--- src/sv/ltm_ram.sv ---
// ltm_ram: generic simple dual port ram with registered read
// no dependencies
module ltm_ram #(
    parameter int WIDTH = 8,
    parameter int DEPTH = 16
) (
    input  logic                     clk,
    input  logic                     we,
    input  logic [$clog2(DEPTH)-1:0] waddr,
    input  logic [WIDTH-1:0]         wdata,
    input  logic [$clog2(DEPTH)-1:0] raddr,
    output logic [WIDTH-1:0]         rdata
);

    logic [WIDTH-1:0] mem [DEPTH];

    always_ff @(posedge clk)
    begin
        if (we)
        begin
            mem[waddr] <= wdata;
        end
        rdata <= mem[raddr];
    end

endmodule

--- config.mk ---
export PLATFORM = sky130hd
export DESIGN_NAME = ltm_ram
export DESIGN_NICKNAME = d
export VERILOG_FILES = /design/src/sv/ltm_ram.sv
export SDC_FILE = /design/constraint.sdc
export NUM_CORES = 1
export LEC_CHECK = 0
export ABC_AREA = 1
export BUFFER_PORTS_ARGS = -buffer_cell sky130_fd_sc_hd__clkbuf_2
export CORE_ASPECT_RATIO = 0.6
export CORE_MARGIN = 2
export CORE_UTILIZATION = 45
export DETAILED_ROUTE_END_ITERATION = 16
export MAX_ROUTING_LAYER = met4
export PLACE_DENSITY_LB_ADDON = 0.12
export SLEW_MARGIN = 20
export SYNTH_ARGS = -nofsm -noshare
export SYNTH_HDL_FRONTEND = slang
export SYNTH_SLANG_ARGS = --single-unit
--- constraint.sdc ---
create_clock -name clk -period 1.8 [get_ports clk]
set_clock_uncertainty 0.15 [all_clocks]
set_input_delay 0.27 -clock clk [delete_from_list [all_inputs] [get_ports clk]]
set_output_delay 0.27 -clock clk [all_outputs]
set_load 0.005 [all_outputs]
==> key figures <==
Detailed routing
  • DR DRC count: 0
  • DRT iter0 DRCs: 264
  • DR pass1 iterations: 7
  • Via total after detailed routing: 3851
  • Vias per cell: 4.94
  • Wirelength per Cell: 17.1 µm
  • Overall routed net length: 13300 µm
  • Post-DRT Antenna Nets: 0

STA
  • Fin crit period: 1.32 ns
  • Period utilization: 0.734
  • Final Hold Viols: 0
  • Setup violations, final: 0
  • RSZ-0062 raised after global routing: no
  • Worst Tran Pin Value: 0.421 ns
  • Max Transition Viols Final: 0
  • Sum Neg Setup Slack: 0 ns
  • Slew headroom: 0.719
  • Fmax: 756 MHz

Worst setup path
  • Critical Path AT: 0.90 ns
  • Family with the most delay on the worst path: flip-flops
  • WS Path Type: reg2out
  • Max stage delay on crit path: 0.36 ns
  • Crit-path cells: clkbuf_2
  • Buf+Inv Stages, Crit Path: 1
  • Crit path max-delay cell type: dfxtp_1
  • CP Max Fanout: 1
  • CP Capture Type: primary output
  • Crit path required time: 1.38 ns
  • Setup crit start kind: flop

Yosys
  • FFs w/ async S/R, synth: 0
  • Top post-synthesis cells by area: edfxtp_1, nand2_1, nand3_1, inv_1, dfxtp_1
  • Synthesis warning total: 0
  • Primary FF master, synth: edfxtp_1
  • Most common library cells after synthesis: nand2_1, edfxtp_1, inv_1
  • Multiplexer share of the synthesized area: 0
  • Yosys cell types: 12
  • Sequential area share after synthesis: 0.694
  • Post-synth top area share: 0.667
  • Xor and xnor fraction of the mapped netlist area: 0
  • Avg Synthesized Cell Area: 10.5 µm²
  • Count leader, synth: nand2_1
  • Synth Area in Simple Gates: 0.210
  • Yosys reg bits: 136
  • Cells after synthesis: 551
  • Syn_nets: 569
  • Cell area after synthesis: 0.00577 mm²
  • Largest family of logic cells by synthesized area: simple AND/OR/NAND/NOR gates
  • Post-Synth Adder-Cell Area: 0
  • Top cell type by total area after synthesis: edfxtp_1
  • Number of synthesized flops with an enable pin: 128
  • Complex-gate fraction of the synthesized area: 0

Power
  • Worst ir drop on vdd: 0.000755 V
  • Switch Pwr: 1.60 mW
  • Leakage: 3.01 nW
  • Total power: 7.72 mW
  • Internal: 6.13 mW
  • Seq pwr share: 0.461
  • Sw Ratio: 0.207
  • Combinational power share: 0.057
  • Clk network pwr share: 0.481
  • Pwr dens: 1130 mW/mm²

CTS
  • Clk slew on worst S/H paths: 0.06 ns
  • Clock latency on the worst-skew pair: 0.41 ns
  • CTS HTree Levels: 4
  • CTS tree: built
  • Root buf cell: clkbuf_16
  • Total CTS buffers: 17
  • Post-CTS Setup Repair Bufs: 0
  • Clk sinks: 136
  • Hold_buf cts: 0
  • Clk buf depth: 2
  • Post-cts resize count: 0

Floorplan
  • # rows: 31
  • Die W: 150 µm
  • IO Count: 26
  • Die Y: 91.7 µm
  • Core area: 0.0123 mm²
  • Initial core utilization: 0.469
  • DIE AREA: 0.0138 mm²

Global routing
  • Vias in the first global route: 3660
  • Initial antenna violation count: 0
  • Overall Global Routing Usage: 0.217
  • Global route overflow: 0
  • First-pass GRT wire length: 20900 µm
  • Largest net degree at the start of global routing: 65

Hold path
  • HP Class: in2reg

Place
  • Detail Placement HPWL: 8540 µm
  • Port Buffers: 25
  • GP Congestion: 0.827
  • DP Cell Count: 748

Final layout
  • # nets final: 620
  • Fill count: 1049
  • Post-Route Utilization: 0.557
  • Area grow syn2layout: 18.7%
  • Antenna cells: 0
  • Fin cells: 779
  • Ratio of cells with drive above 1 in the final layout: 0.142

Run
  • Max Cap Viol: 0

Run status
  • Outcome: complete, no violations
-- cell type report --
class                   instances  area [µm²]  share of cell area
repair buffers                 56         408              0.0596
flip-flops and latches        136        4000               0.585
well taps                     165         206              0.0302
inverters                     102         383              0.0559
clock buffers                  18         429              0.0627
clock inverters                13         203              0.0296
multi-input cells             289        1210               0.177
-- metrics by stage --
stage / hold WS (ns) / instance area, µm² / setup slack [ns]
2_1_floorplan: 0.219 / 5770 / 0.429
3_3_place_gp: 0.494 / 6210 / 0.206
3_5_place_dp: 0.490 / 6210 / 0.169
4_1_cts: 0.124 / 6850 / 0.446
5_1_grt: 0.165 / 6850 / 0.419
6_report: 0.152 / 6850 / 0.478
-- power by group through the flow --
stage,clock (mW),combinational [mW],sequential (mW)
floorplan,0,0.250,3.63
global placement,0,0.440,3.63
detailed placement,0,0.443,3.63
CTS,3.77,0.447,3.56
global route,3.93,0.497,3.57
finish,3.72,0.444,3.56
-- logic make-up after synthesis --
logic type             count (synthesis)
flip-flops                           136
AND/OR/NAND/NOR                      289
buffers and inverters                126
-- registers in the layout (all words and copies together) (netlist names) --
register	cells
mem	128
rdata	8
-- cell usage in the layout (no fill, tap or decap), types with 2 or more instances in the layout --
master	Yosys	layout
buf_12	0	4
nand2_1	173	173
inv_1	100	100
edfxtp_1	128	128
nand3_1	97	97
clkinv_2	0	3
nor2_1	17	17
nand3b_1	2	2
clkbuf_16	0	17
bufinv_16	0	5
clkinv_4	0	2
buf_4	4	27
inv_2	2	2
dfxtp_1	8	8
clkbuf_2	0	25
-- layer usage --
| layer | track usage | routed length [µm] | vias up | part of all wire |
|---|---|---|---|---|
| met4 | 0.0637 | 74 | 0 | 0.0055 |
| met3 | 0.0468 | 862 | 8 | 0.065 |
| met2 | 0.291 | 5620 | 139 | 0.42 |
| met5 | - | 0 | - | 0 |
| met1 | 0.332 | 6790 | 1821 | 0.51 |
| li1 | - | - | 1883 | - |
-- worst paths after layout --
check	end	cells after the start	start	slack, ns
min	rdata[0]	3	raddr[3]	0.15
max	rdata[7]	1	rdata[7]	0.48
min reg2reg	rdata[0]	6	mem[11][0]	0.52
max reg2reg	rdata[3]	6	mem[13][3]	0.58
(Power assumes the default switching activity.)
